<file path="src/rtl/kab_pkg.sv">
`timescale 1ns / 1ps
// ----------------------------------------------------------------------------
// kab_pkg
// Shared types, constants and helpers of the angle/bias Kalman filter.
// ----------------------------------------------------------------------------
package kab_pkg;

    localparam int ANGLE_W  = 25;
    localparam int DT_W     = 16;
    localparam int NOISE_W  = 31;
    localparam int EST_W    = 32;
    localparam int CFG_IDX_W = 2;
    localparam int MUL_A_W  = 35;
    localparam int MUL_B_W  = 33;
    localparam int PROD_W   = MUL_A_W + MUL_B_W;
    localparam int GAIN_FRAC = 30;
    localparam int DIV_NUM_W = EST_W + GAIN_FRAC;
    localparam int DIV_DEN_W = EST_W + 1;

    localparam logic [CFG_IDX_W-1:0] REG_ANGLE_NOISE = 2'd0;
    localparam logic [CFG_IDX_W-1:0] REG_BIAS_NOISE  = 2'd1;
    localparam logic [CFG_IDX_W-1:0] REG_MEAS_NOISE  = 2'd2;

    localparam logic [NOISE_W-1:0] ANGLE_NOISE_RST = 31'd16777;
    localparam logic [NOISE_W-1:0] BIAS_NOISE_RST  = 31'd50332;
    localparam logic [NOISE_W-1:0] MEAS_NOISE_RST  = 31'd503316;

    typedef enum logic [4:0] {
        S_IDLE, S_RATE, S_DP, S_T, S_TM, S_QB, S_P11, S_S, S_D0, S_D1,
        S_Y, S_K0Y, S_K1Y, S_C11, S_C01, S_C10, S_C00, S_P00, S_FIN
    } state_t;

    typedef struct packed {
        logic busy;
        logic done;
    } div_stat_t;

    // Clamp a wide signed value to the signed 32-bit range.
    function automatic logic signed [EST_W-1:0] sat32(input logic signed [63:0] v);
        logic signed [63:0] hi;
        logic signed [63:0] lo;
        hi = 64'sh0000_0000_7FFF_FFFF;
        lo = -64'sh0000_0000_8000_0000;
        if (v > hi)
            return 32'sh7FFF_FFFF;
        else if (v < lo)
            return 32'sh8000_0000;
        else
            return EST_W'(v);
    endfunction

endpackage

</file>
<file path="src/rtl/kab_mul.sv">
`timescale 1ns / 1ps
// ----------------------------------------------------------------------------
// kab_mul
// Shared signed multiplier with a registered product.
// ----------------------------------------------------------------------------
module kab_mul
    import kab_pkg::*;
(
    input  logic                      clk,
    input  logic signed [MUL_A_W-1:0] a,
    input  logic signed [MUL_B_W-1:0] b,
    output logic signed [PROD_W-1:0]  prod
);

    logic signed [PROD_W-1:0] prod_reg;

    always_ff @(posedge clk)
    begin
        prod_reg <= PROD_W'(a) * PROD_W'(b);
    end

    assign prod = prod_reg;

endmodule

</file>
<file path="config.mk">
export PLATFORM = sky130hd
export DESIGN_NAME = kab_mul
export DESIGN_NICKNAME = d
export VERILOG_FILES = /design/src/rtl/kab_pkg.sv /design/src/rtl/kab_mul.sv
export SDC_FILE = /design/constraint.sdc
export NUM_CORES = 2
export LEC_CHECK = 0
export ABC_AREA = 1
export BUFFER_PORTS_ARGS = -buffer_cell sky130_fd_sc_hd__clkbuf_2
export CAP_MARGIN = 20
export CORE_MARGIN = 2
export CORE_UTILIZATION = 40
export DETAILED_ROUTE_END_ITERATION = 16
export HOLD_SLACK_MARGIN = 0.08
export SYNTH_ARGS = -nofsm -noshare
export SYNTH_HDL_FRONTEND = slang
export SYNTH_SLANG_ARGS = --single-unit
</file>
<file path="constraint.sdc">
create_clock -name clk -period 10.8 [get_ports clk]
set_clock_uncertainty 0.1 [all_clocks]
set_input_delay 2.16 -clock clk [delete_from_list [all_inputs] [get_ports clk]]
set_output_delay 2.16 -clock clk [all_outputs]
set_load 0.01 [all_outputs]
</file>
==> summary.md <==
| Metric | Value |
|---|---|
| Final setup vio count | 0 |
| Placed inst area | around 0.047 sq mm |
| Multi-input gate area | about 0.035 sq mm |
| Post-DP HPWL | about 110000 um |
| Ys Warns | 0 |
| TritonCTS clock tree | built |
| CP Data Required Time | roughly 11000 ps |
| WL per Instance | about 18 um |
| Most frequent CP cell | fa_1 |
| Final-report hold violation count | 0 |
| Max reg flops | 68 |
| Number of buffers added on ports | roughly 140 |
| Die width | approximately 340 um |
| RSZ-0062 raised after global routing | no |
| Crit path max fanout | 29 |
| Worst slew margin | 0.262 |
| Min Hold Slack | ~2300 ps |
| Setup TNS | 0 ps |
| Syn Std Cell Area | around 0.045 sq mm |
| Vias in the first global route | 37600 |
| Final core occ | 0.422 |
| Post-cts sizing count | 0 |
| Post-Syn Nets | roughly 7300 |
| Core footprint | roughly 0.11 sq mm |
| Fillcell total | roughly 12000 |
| Ys flop type | dfxtp_1 |
| Root Driver | clkbuf_16 |
| Initial Util | 0.403 |
| DRT Wirelength | 132000 um |
| F_max | roughly 100 MHz |
| CP Buf/Inv Count | 8 |
| Final Max Slew Viols | 0 |
| Top-count cell post-synth | inv_1 |
| Die height | around 340 um |
| Initial DRT Pass Iterations | 6 |
| Critical path capture point type | register |
| Syn avg cell area | just under 8 sq um |
| Largest net degree at the start of global routing | 36 |
| Setup CP Type | in -> reg |
| Vias per cell | around 4.8 |
| CTS Buf Count | 9 |
| Area contributors post-synth | fa_1 (53%), inv_1 (16%), nand2_1 (14%), ha_1 (6.1%), dfxtp_1 (3.0%) |
| Syn-to-layout area delta | 4.86% |
| Period minus WS final | 9760 ps |
| GRT Total Usage | 0.238 |
| Sequential fraction of the synthesis area | 0.0301 |
| CP max stage delay | ~850 ps |
| DRT iter0 DRCs | around 2200 |
| Yosys top cell by area | fa_1 |
| Critical Path AT | 9910 ps |
| Final Wtd Congestion | a little over 0.9 |
| Crit path launch type | input port |
| Hold Crit Class | in -> reg |
| Post-synth top area share | 0.535 |
| Seq. cell area | ~0.0014 sq mm |
| Crit-path cells | clkbuf_2 > buf_4 > nand2_1 > inv_1 > fa_1 > fa_1 > fa_1 > inv_1 > fa_1 > inv_1 > fa_1 > fa_1 > fa_1 > inv_1 > fa_1 > inv_1 > ha_1 > nand2_1 > inv_1 > nand2_1 > nor3_1 > nand3_1 > nand4_1 > nand2_1 |
| Antenna violations before repair | 7 |
| CP max-delay cell | fa_1 |
| Fraction of layout instances using a drive strength above 1 | 0.0447 |
| Post-DRT Antenna Nets | 0 |
| Synth cell types | 28 |
| Post-synth EDFFs | 0 |
| Cell family with most CP delay | adder cells |
| Total grt overflow | 0 |
| Residual DRC | 0 |
| DIE AREA | 0.116 sq mm |
| Deepest clock path buffer count | 2 |
| Row Count | 123 |
| Post-CTS Repair Setup Buffers | 0 |
| First-pass GRT wire length | between 200000 and 250000 um |
| Max H-tree Level | 3 |
| Io pins | ~140 |
| Clock sinks | 68 |
| Fin crit share | 0.904 |
| Nets | roughly 7200 |
| Detailed-route via count | between 30000 and 40000 |
| Hold buffers post-CTS | 0 |
| Post-synth ARST share | 0 |
| Seq cells post-synth | approximately 70 |
| Worst-Margin Slew | roughly 1100 ps |
| CTS clk-pin slew, worst paths | roughly 70 ps |
| Synth Instances | 5800 |
| Top cells by count, synth | inv_1 (1972), nand2_1 (1645), fa_1 (1207) |
| Max Cap Viol | 0 |
| Final Cell Area | about 0.047 sq mm |
| Status | finished clean |
layout make-up:
| class | count | area share |
|---|---|---|
| timing repair buffer | 186 | 0.0223 |
| tap | 1500 | 0.0396 |
| antenna | 5 | 0.000264 |
| multi-input combinational | 3488 | 0.747 |
| clock inverter | 6 | 0.000898 |
| sequential | 68 | 0.0287 |
| clock buffer | 9 | 0.00475 |
| inverter | 1973 | 0.156 |
per-stage QoR:
stage / worst slack (ps) / instances
floorplan: 1480 / 5800
global placement: 740 / 7215
detailed placement: 722 / 7215
CTS: 1080 / 7230
global route: 515 / 7234
finish: 1040 / 7235
cells in the final DEF (no fill, tap or decap), types with 2 or more instances in the layout:
cell,count
a21oi_1,63
buf_4,50
clkbuf_16,9
clkbuf_2,136
clkinv_2,2
clkinv_4,2
clkinvlp_4,2
dfxtp_1,68
diode_2,5
fa_1,1207
ha_1,221
inv_1,1972
nand2_1,1645
nand2_2,17
nand2_4,6
nand3_1,87
nand3_2,9
nand4_1,17
nor2_1,111
nor2_2,12
nor2_4,2
nor3_1,10
nor4_1,2
o21ai_0,23
o21bai_1,4
or2_2,6
xnor2_1,6
xor2_1,36
cells by family after synthesis:
family,share of synthesized area
buf+inv,0.186
simple gates,0.169
fa+ha+maj,0.596
compound gates,0.0104
flops,0.0301
xor+xnor,0.00814
path summary, 6_finish.rpt:
path / start / to / slack (ps) / depth (start not counted)
worst max-delay path: a[34] / prod[52]$_DFF_P_ / 1040 / 24
worst min-delay path: b[0] / prod[0]$_DFF_P_ / 2320 / 4
layer usage:
layer  vias to the layer above  part of all wire  GRT usage
li1                      15500                 -          -
met1                     17700              0.43      0.335
met2                      1101              0.48      0.394
met3                       145             0.069     0.0316
met4                         2             0.019     0.0502
met5                         -          0.000084          0
Power is not shown: default switching activity piles up to over one toggle a cycle in this logic, so the estimate is an artifact.
