<file path="config.mk">
export PLATFORM = sky130hd
export DESIGN_NAME = kab_div
export DESIGN_NICKNAME = d
export VERILOG_FILES = /design/src/rtl/kab_pkg.sv /design/src/rtl/kab_div.sv
export SDC_FILE = /design/constraint.sdc
export NUM_CORES = 1
export LEC_CHECK = 0
export ABC_AREA = 1
export ABC_CLOCK_PERIOD_IN_PS = 5300
export BUFFER_PORTS_ARGS = -buffer_cell sky130_fd_sc_hd__buf_2
export CELL_PAD_IN_SITES_DETAIL_PLACEMENT = 1
export CELL_PAD_IN_SITES_GLOBAL_PLACEMENT = 2
export CORE_UTILIZATION = 34
export CTS_CLUSTER_SIZE = 40
export DETAILED_ROUTE_END_ITERATION = 10
export GPL_TIMING_DRIVEN = 0
export HOLD_SLACK_MARGIN = 0.1
export PLACE_DENSITY_LB_ADDON = 0.25
export REMOVE_ABC_BUFFERS = 1
export SETUP_SLACK_MARGIN = 0.4
export SYNTH_ARGS = -nofsm -noshare
export SYNTH_HDL_FRONTEND = slang
export SYNTH_SLANG_ARGS = --single-unit
</file>
<file path="constraint.sdc">
create_clock -name clk -period 5.3 [get_ports clk]
set_input_delay 0.265 -clock clk [delete_from_list [all_inputs] [get_ports clk]]
set_output_delay 0.265 -clock clk [all_outputs]
set_load 0.05 [all_outputs]
</file>
<file path="src/rtl/kab_pkg.sv">
`timescale 1ns / 1ps
// ----------------------------------------------------------------------------
// kab_pkg
// Shared types, constants and helpers of the angle/bias Kalman filter.
// ----------------------------------------------------------------------------
package kab_pkg;

    localparam int ANGLE_W  = 25;
    localparam int DT_W     = 16;
    localparam int NOISE_W  = 31;
    localparam int EST_W    = 32;
    localparam int CFG_IDX_W = 2;
    localparam int MUL_A_W  = 35;
    localparam int MUL_B_W  = 33;
    localparam int PROD_W   = MUL_A_W + MUL_B_W;
    localparam int GAIN_FRAC = 30;
    localparam int DIV_NUM_W = EST_W + GAIN_FRAC;
    localparam int DIV_DEN_W = EST_W + 1;

    localparam logic [CFG_IDX_W-1:0] REG_ANGLE_NOISE = 2'd0;
    localparam logic [CFG_IDX_W-1:0] REG_BIAS_NOISE  = 2'd1;
    localparam logic [CFG_IDX_W-1:0] REG_MEAS_NOISE  = 2'd2;

    localparam logic [NOISE_W-1:0] ANGLE_NOISE_RST = 31'd16777;
    localparam logic [NOISE_W-1:0] BIAS_NOISE_RST  = 31'd50332;
    localparam logic [NOISE_W-1:0] MEAS_NOISE_RST  = 31'd503316;

    typedef enum logic [4:0] {
        S_IDLE, S_RATE, S_DP, S_T, S_TM, S_QB, S_P11, S_S, S_D0, S_D1,
        S_Y, S_K0Y, S_K1Y, S_C11, S_C01, S_C10, S_C00, S_P00, S_FIN
    } state_t;

    typedef struct packed {
        logic busy;
        logic done;
    } div_stat_t;

    // Clamp a wide signed value to the signed 32-bit range.
    function automatic logic signed [EST_W-1:0] sat32(input logic signed [63:0] v);
        logic signed [63:0] hi;
        logic signed [63:0] lo;
        hi = 64'sh0000_0000_7FFF_FFFF;
        lo = -64'sh0000_0000_8000_0000;
        if (v > hi)
            return 32'sh7FFF_FFFF;
        else if (v < lo)
            return 32'sh8000_0000;
        else
            return EST_W'(v);
    endfunction

endpackage

</file>
<file path="src/rtl/kab_div.sv">
`timescale 1ns / 1ps
// ----------------------------------------------------------------------------
// kab_div
// Restoring unsigned divider, one quotient bit per cycle.
// ----------------------------------------------------------------------------
module kab_div
    import kab_pkg::*;
(
    input  logic                  clk,
    input  logic                  rst_n,
    input  logic                  start,
    input  logic [DIV_NUM_W-1:0]  num,
    input  logic [DIV_DEN_W-1:0]  den,
    output logic [DIV_NUM_W-1:0]  quo,
    output div_stat_t             stat
);

    localparam int CNT_W = $clog2(DIV_NUM_W);
    localparam logic [CNT_W-1:0] LAST = CNT_W'(DIV_NUM_W - 1);

    logic [DIV_NUM_W-1:0] num_reg;
    logic [DIV_DEN_W-1:0] den_reg;
    logic [DIV_DEN_W-1:0] rem_reg;
    logic [CNT_W-1:0]     cnt_reg;
    logic                 busy_reg;
    logic                 done_reg;
    logic [DIV_DEN_W:0]   trial;
    logic                 ge;

    // Shift in the next dividend bit and try the subtract.
    assign trial = {rem_reg, num_reg[DIV_NUM_W-1]};
    assign ge    = trial >= {1'b0, den_reg};

    always_ff @(posedge clk or negedge rst_n)
    begin
        if (!rst_n)
        begin
            busy_reg <= 1'b0;
            done_reg <= 1'b0;
            cnt_reg  <= '0;
        end
        else
        begin
            done_reg <= 1'b0;
            if (start)
            begin
                busy_reg <= 1'b1;
                cnt_reg  <= '0;
            end
            else if (busy_reg)
            begin
                cnt_reg <= cnt_reg + 1'b1;
                if (cnt_reg == LAST)
                begin
                    busy_reg <= 1'b0;
                    done_reg <= 1'b1;
                end
            end
        end
    end

    always_ff @(posedge clk)
    begin
        if (start)
        begin
            num_reg <= num;
            den_reg <= den;
            rem_reg <= '0;
        end
        else if (busy_reg)
        begin
            rem_reg <= ge ? DIV_DEN_W'(trial - {1'b0, den_reg}) : DIV_DEN_W'(trial);
            num_reg <= {num_reg[DIV_NUM_W-2:0], ge};
        end
    end

    assign quo       = num_reg;
    assign stat.busy = busy_reg;
    assign stat.done = done_reg;

endmodule

</file>
==> results of run 1 <==
==> worst reg2reg max path, stage by stage (launching register included) <==
cell and delay [ps]:
edfxtp_1 330, inv_1 50, ha_1 390, nand2_2 160
inv_2 40, nand2_1 70, nand2_1 80, a21oi_2 200
nor2_4 70, nor2_8 560, nand2_8 290, nand2_1 160
nand3_1 70, o21ai_1 110
==> cell families (layout without fill, tap and decap cells) <==
kind of cell,after synthesis,after routing
fa+ha+maj,36,36
flops,136,136
xor+xnor,15,15
compound gates,49,49
buf+inv,220,472
simple gates,693,693
==> worst min-delay path by stage <==
stage | endpoint | cells after the start
3_5_place_dp | busy_reg | 1
3_3_place_gp | done_reg | 1
2_1_floorplan | busy_reg | 0
6_report | quo[50] | 3
5_1_grt | quo[7] | 3
4_1_cts | quo[50] | 3
==> cell usage in the layout (no fill, tap or decap), types with 2 or more instances in the layout <==
| cell type | count |
|---|---|
| a21oi_2 | 2 |
| nor2_1 | 41 |
| dlygate4sd3_1 | 86 |
| dfrtp_1 | 8 |
| nand3_1 | 84 |
| nand2_8 | 2 |
| bufinv_16 | 2 |
| nand2_1 | 500 |
| nand3b_1 | 15 |
| nor2_4 | 5 |
| a21oi_1 | 22 |
| ha_1 | 35 |
| buf_2 | 160 |
| inv_6 | 4 |
| o21bai_1 | 5 |
| clkinv_1 | 4 |
| inv_8 | 7 |
| edfxtp_1 | 95 |
| nor3_1 | 4 |
| o21ai_1 | 12 |
| and2_1 | 7 |
| nor2_2 | 9 |
| inv_2 | 12 |
| xnor2_1 | 14 |
| o21ai_0 | 6 |
| buf_16 | 4 |
| inv_1 | 172 |
| nand2_2 | 12 |
| nand4_1 | 9 |
| clkbuf_16 | 17 |
| dfxtp_1 | 33 |
==> Yosys cell counts, drive strengths merged <==
library cell / number
clkbuf: 16
xor2: 1
o21bai: 5
a31oi: 1
clkinv: 4
inv: 185
or2: 1
nand4: 9
nand3b: 15
nor2: 56
a21oi: 24
o22ai: 1
ha: 35
dfrtp: 8
nand3: 85
edfxtp: 95
nand2: 515
and2: 7
dfxtp: 33
nor3: 5
xnor2: 14
fa: 1
o21ai: 18
buf: 15
==> per-layer routing <==
layer / GRT usage [%] / vias up / wire length, µm
li1: - / 4049 / -
met1: 26.9 / 3755 / 12200
met2: 38.4 / 159 / 12800
met3: 6.46 / 22 / 1520
met4: 5.73 / 0 / 367
met5: 0 / - / 0
==> cell type report <==
cell class                      instances  area (µm²)  share of cell area, %
Inverter                              189         712                   6.44
Sequential cell                       136        3710                   33.6
Clock buffer                           17         425                   3.85
Tap cell                              324         405                   3.67
Multi-Input combinational cell        793        3830                   34.6
Timing Repair Buffer                  251        1780                   16.1
Clock inverter                         15         199                   1.80
==> power by group <==
part	internal (µW)	total (µW)	switching (µW)
Combinational	815	2390	1580
Clock	726	1310	584
Sequential	1330	1450	117
==> stage by stage <==
step	TNS, ps	hold slack, ps	total power [µW]
after CTS	0	102	5210
after global placement	-63730	121	3790
after global routing	0	117	5560
final	0	105	5150
after detailed placement	0	119	3830
after floorplan	0	-30.6	3180
==> repair_timing <==
action,in CTS,in global routing
endpoints found under the hold margin,93,0
setup endpoints to repair,0,0
hold buffers,86,0
buffers inserted,0,0
==> impl_metrics.py, run 1 <==
metrics = {
    "clocking": {
        "cts_sinks": 136,
        "clk_pin_slew_ps": 70,
        "clock_latency_ps": 450,
        "cts_buffers": 17,
        "cts_buffer_depth": 2,
        "cts_resized": 0,
        "clockRootBuffer": "clkbuf_16",
        "cts.htree.levels": 4,
        "cts_tree": "done",
    },
    "critical_path": {
        "crit_type": "flip-flop to flip-flop",
        "cpLargestDelayFamily": "simple AND/OR/NAND/NOR gates",
        "r2r_end": "rem_reg[2]",
        "rr_worst_depth": 13,
        "endpoint": "rem_reg[2]",
        "cp.required_ps": 5670,
        "crit_start": "den_reg[25]",
        "rr_startpoint": "den_reg[25]",
        "worstPathMaxFanout": 36,
        "crit_buf_inv": 2,
        "cp_cell_sequence": "inv_1 -> ha_1 -> nand2_2 -> inv_2 -> nand2_1 -> nand2_1 -> a21oi_2 -> nor2_4 -> nor2_8 -> nand2_8 -> nand2_1 -> nand3_1 -> o21ai_1",
        "crit_cells": 13,
        "endpoint_kind": "flip-flop",
        "crit_slowest_cell": "nor2_8",
        "rrSetupSlack_ps": 2650,
        "cp_common_cell": "nand2_1",
        "max_stage_delay_ps": 550,
        "crit_arrival_ps": 3010,
        "cp-start-kind": "flip-flop",
    },
    "synth": {
        "synth_top_area_cell": "edfxtp_1",
        "synth.area.mux_share_pct": 0,
        "avgSynthCellArea_um2": 7.32,
        "yosysTopAreaCellShare_pct": 33.9,
        "yosys.area_share.simple_pct": 35.2,
        "synth_fa_ha_area_share_pct": 5.45,
        "synth_xor_area_share_pct": 1.56,
        "synth_cell_type_count": 38,
        "synth_seq_area_share_pct": 44.2,
        "synth_seq_cells": 136,
        "synth_top_family_by_area": "simple AND/OR/NAND/NOR gates",
        "synth_compound_area_share_pct": 3.18,
        "ys_warn_count": 0,
        "synth_area_leaders": "edfxtp_1 34%, nand2_1 22%, dfxtp_1 7.9%",
        "syn_area_um2": 8410,
        "syn_inst": 1149,
    },
    "placement": {
        "gp_congestion": 0.834,
        "port_buffers": 161,
        "preCtsSetupSlack_ps": 2630,
        "dp_cells": 1607,
        "place_area_um2": 9580,
        "dpl.hpwl_um": 19300,
    },
    "routing": {
        "totalWireLength_um": 26900,
        "firstDrtPassIters": 4,
        "wl_per_cell_um": 15.6,
        "vias": 7985,
        "drt-initial-drc-count": 314,
        "via_per_inst": 4.63,
        "detail-route-antenna-nets": 0,
        "drc": 0,
    },
    "global_route": {
        "grt_pass1_vias": 8598,
        "grt_first_pass_wirelength_um": 44100,
        "track_usage_pct": 22.2,
        "grt_max_degree": 77,
        "grt-ovfl-total": 0,
        "antenna_found_initial": 0,
    },
    "sta": {
        "post-route-min-period_ps": 2650,
        "layout_worst_path_cycle_share_pct": 49.9,
        "final_hold_viol_count": 0,
        "worstMarginPinSlew_ps": 1190,
        "fin_ws_ps": 2650,
        "max_slew_margin_pct": 20.7,
        "max_clock_freq_ghz": 0.378,
        "rsz0062_at_grt": "no",
        "finalClockSkew_ps": 14.3,
        "slew_violations": 0,
        "finalSetupViolCount": 0,
    },
    "outcome": {
        "status": "finished clean",
    },
    "hold_path": {
        "hp-start": "num[50]",
        "hold_class": "primary input to flip-flop",
    },
    "layout": {
        "syn2layout_area_growth_pct": 31.6,
        "finalInstanceArea_um2": 11100,
        "largest_reg_flops": 62,
        "diodes": 0,
        "instances_no_fill": 1725,
        "drive_above_1_share_pct": 17.5,
        "nFillCells": 3056,
        "final_util_pct": 45.5,
        "final_nets": 1522,
    },
    "die": {
        "top_level_ports": 162,
        "num_rows": 57,
        "core_um2": 24300,
        "die-area_um2": 25400,
        "die_w_um": 159,
        "initial_utilization_pct": 34.6,
        "die_h_um": 159,
    },
    "power_and_ir_drop": {
        "p_leak_uw": 0.00580,
        "power.density_nw_per_um2": 466,
        "irDropWorstVdd_uv": 225,
    },
    "job": {
        "cap_violations": 0,
    },
}
No activity file was read; power rests on OpenSTA's default activity.
==> run 2, diff against run 1 <==
--- a/config.mk
+++ b/config.mk
@@ -6,11 +6,11 @@
 export NUM_CORES = 1
 export LEC_CHECK = 0
 export ABC_AREA = 1
-export ABC_CLOCK_PERIOD_IN_PS = 5300
+export ABC_CLOCK_PERIOD_IN_PS = 2600
 export BUFFER_PORTS_ARGS = -buffer_cell sky130_fd_sc_hd__buf_2
 export CELL_PAD_IN_SITES_DETAIL_PLACEMENT = 1
 export CELL_PAD_IN_SITES_GLOBAL_PLACEMENT = 2
-export CORE_UTILIZATION = 34
+export CORE_UTILIZATION = 31
 export CTS_CLUSTER_SIZE = 40
 export DETAILED_ROUTE_END_ITERATION = 10
 export GPL_TIMING_DRIVEN = 0
==> constraint.sdc (replaced) <==
create_clock -name clk -period 2.6 [get_ports clk]
set_input_delay 0.13 -clock clk [delete_from_list [all_inputs] [get_ports clk]]
set_output_delay 0.13 -clock clk [all_outputs]
set_load 0.05 [all_outputs]
==> run 2 against run 1 <==
Clock power up 83%. Wire length is 6.2% higher. First-iteration DRC count grew 9.6%. Sequential cell count stayed put. Via count is 3.0% higher. Final cell count up 3.0%. Final area grew 8.9%. Critical endpoint is now rem_reg[30].
==> impl_metrics.py, run 2 (synthesized netlist as in run 1, its figures left out) <==
metrics = {
    "power_and_ir_drop": {
        "power_uw": 11600,
        "pwr-share-clk_pct": 20.7,
        "swShare_pct": 45.0,
        "power.density_nw_per_um2": 963,
        "p_seq_share_pct": 26.2,
        "p_int_uw": 6380,
        "combPwrFrac_pct": 53.1,
        "switching_power_uw": 5220,
        "irDropWorstVdd_uv": 447,
        "p_leak_uw": 0.00607,
    },
    "routing": {
        "wl_per_cell_um": 16.1,
        "totalWireLength_um": 28600,
        "detail-route-antenna-nets": 0,
        "firstDrtPassIters": 4,
        "via_per_inst": 4.63,
        "vias": 8221,
        "drc": 0,
        "drt-initial-drc-count": 344,
    },
    "global_route": {
        "track_usage_pct": 21.0,
        "antenna_found_initial": 0,
        "grt_first_pass_wirelength_um": 45600,
        "grt-ovfl-total": 0,
        "grt_pass1_vias": 8669,
        "grt_max_degree": 69,
    },
    "clocking": {
        "cts_tree": "done",
        "clockRootBuffer": "clkbuf_16",
        "cts_sinks": 136,
        "clk_pin_slew_ps": 70,
        "clock_latency_ps": 450,
        "cts_buffer_depth": 2,
        "cts.htree.levels": 4,
        "cts_buffers": 17,
    },
    "placement": {
        "dpl.hpwl_um": 19500,
        "port_buffers": 161,
        "gp_congestion": 0.858,
        "place_area_um2": 9580,
    },
    "layout": {
        "final_cell_mix": "474 x nand2_1, 160 x inv_1, 160 x buf_2",
        "finalInstanceArea_um2": 12000,
        "drive_above_1_share_pct": 25.2,
        "syn2layout_area_growth_pct": 43.3,
        "largest_reg_flops": 62,
        "final_nets": 1563,
        "final_common_cell": "nand2_1",
        "diodes": 0,
        "final_util_pct": 45.7,
    },
    "critical_path": {
        "rr_worst_depth": 15,
        "cp-start-kind": "flip-flop",
        "endpoint_kind": "flip-flop",
        "crit_arrival_ps": 2440,
        "worstPathMaxFanout": 7,
        "crit_type": "flip-flop to flip-flop",
        "cp.required_ps": 2930,
    },
    "sta": {
        "slew_violations": 0,
        "max_clock_freq_ghz": 0.475,
        "rsz0062_at_grt": "yes",
        "worstMarginPinSlew_ps": 1150,
        "finalClockSkew_ps": 15.2,
        "setup_tns_ps": 0,
        "fin_hold_ws_ps": 208,
        "layout_worst_path_cycle_share_pct": 80.9,
        "final_hold_viol_count": 0,
        "max_slew_margin_pct": 23.1,
        "post-route-min-period_ps": 2100,
        "finalSetupViolCount": 0,
    },
    "die": {
        "num_rows": 59,
        "die-area_um2": 27800,
        "die_h_um": 167,
        "top_level_ports": 162,
        "initial_utilization_pct": 31.9,
        "die_w_um": 167,
        "core_um2": 26400,
    },
    "outcome": {
        "status": "finished clean",
    },
    "job": {
        "cap_violations": 0,
    },
    "hold_path": {
        "holdPathStages": 1,
        "hold_class": "primary input to flip-flop",
    },
}
[run 2: changes by cell type in the layout (fill, tap and decap cells not counted), moves of 11 or more]
cell / delta
inv_1: -12
buf_4: +18
ha_1: -30
nand2_2: +11
nand2_4: +15
ha_4: +24
dlygate4sd3_1: +11
nand2_1: -26
inv_2: +12
[run 2: cell type report]
type / instances / area (µm²)
Sequential cell: 136 / 3710
Fill cell: 3201 / 14300
Timing Repair Buffer: 288 / 2150
Tap cell: 335 / 419
Multi-Input combinational cell: 797 / 4490
Clock buffer: 18 / 429
Inverter: 189 / 714
Clock inverter: 14 / 128
[run 2: critical path, cell delays in order (launching register included)]
cell	delay (ps)
edfxtp_1	380
inv_2	90
ha_4	230
nand2_1	70
nand2_1	60
nand2_1	80
nand2_2	90
a21oi_4	150
nor2_4	80
nor2_8	270
buf_6	200
nand3_2	70
nand2_1	60
clkinv_1	50
nand2_1	60
nand2_1	50
[run 2: final timing paths]
kind	to	start	slack, ps
setup / recovery	rem_reg[30]	den_reg[23]	500
setup reg to reg	rem_reg[30]	den_reg[23]	500
max in group asynchronous	cnt_reg[3]	rst_n	1610
min in group asynchronous	cnt_reg[4]	rst_n	690
hold reg to reg	rem_reg[25]	rem_reg[25]	480
hold / removal	den_reg[2]	start	210
[run 2: per-stage QoR]
| step | setup WS [ps] | cells |
|---|---|---|
| 4_1_cts | 406 | 1772 |
| 6_report | 496 | 1777 |
| 3_5_place_dp | -82.9 | 1618 |
| 5_1_grt | 351 | 1777 |
| 2_1_floorplan | -508 | 1118 |
| 3_3_place_gp | -3540 | 1614 |
[run 2: what timing repair did]
item	CTS	global route
pin swaps	19	25
hold buffers	97	0
endpoints found under the setup margin	34	34
resized for setup	49	83
cloned	4	0
setup buffers	21	5
hold endpoints to repair	103	0
[run 2: per-layer routing]
layer,vias up,part of all wire (%),track usage [%]
li1,4131,-,-
met1,3901,46,26.1
met4,0,1.0,5.23
met5,-,0,0
met2,171,48,36.6
met3,18,4.9,4.56
[run 2: power by group through the flow]
stage / Sequential, µW / Combinational (µW) / Clock [µW]
final: 3030 / 6160 / 2400
after global routing: 3080 / 6820 / 2550
after CTS: 2990 / 5700 / 2470
after detailed placement: 2990 / 4840 / 0
after global placement: 2980 / 4770 / 0
after floorplan: 3270 / 3200 / 0
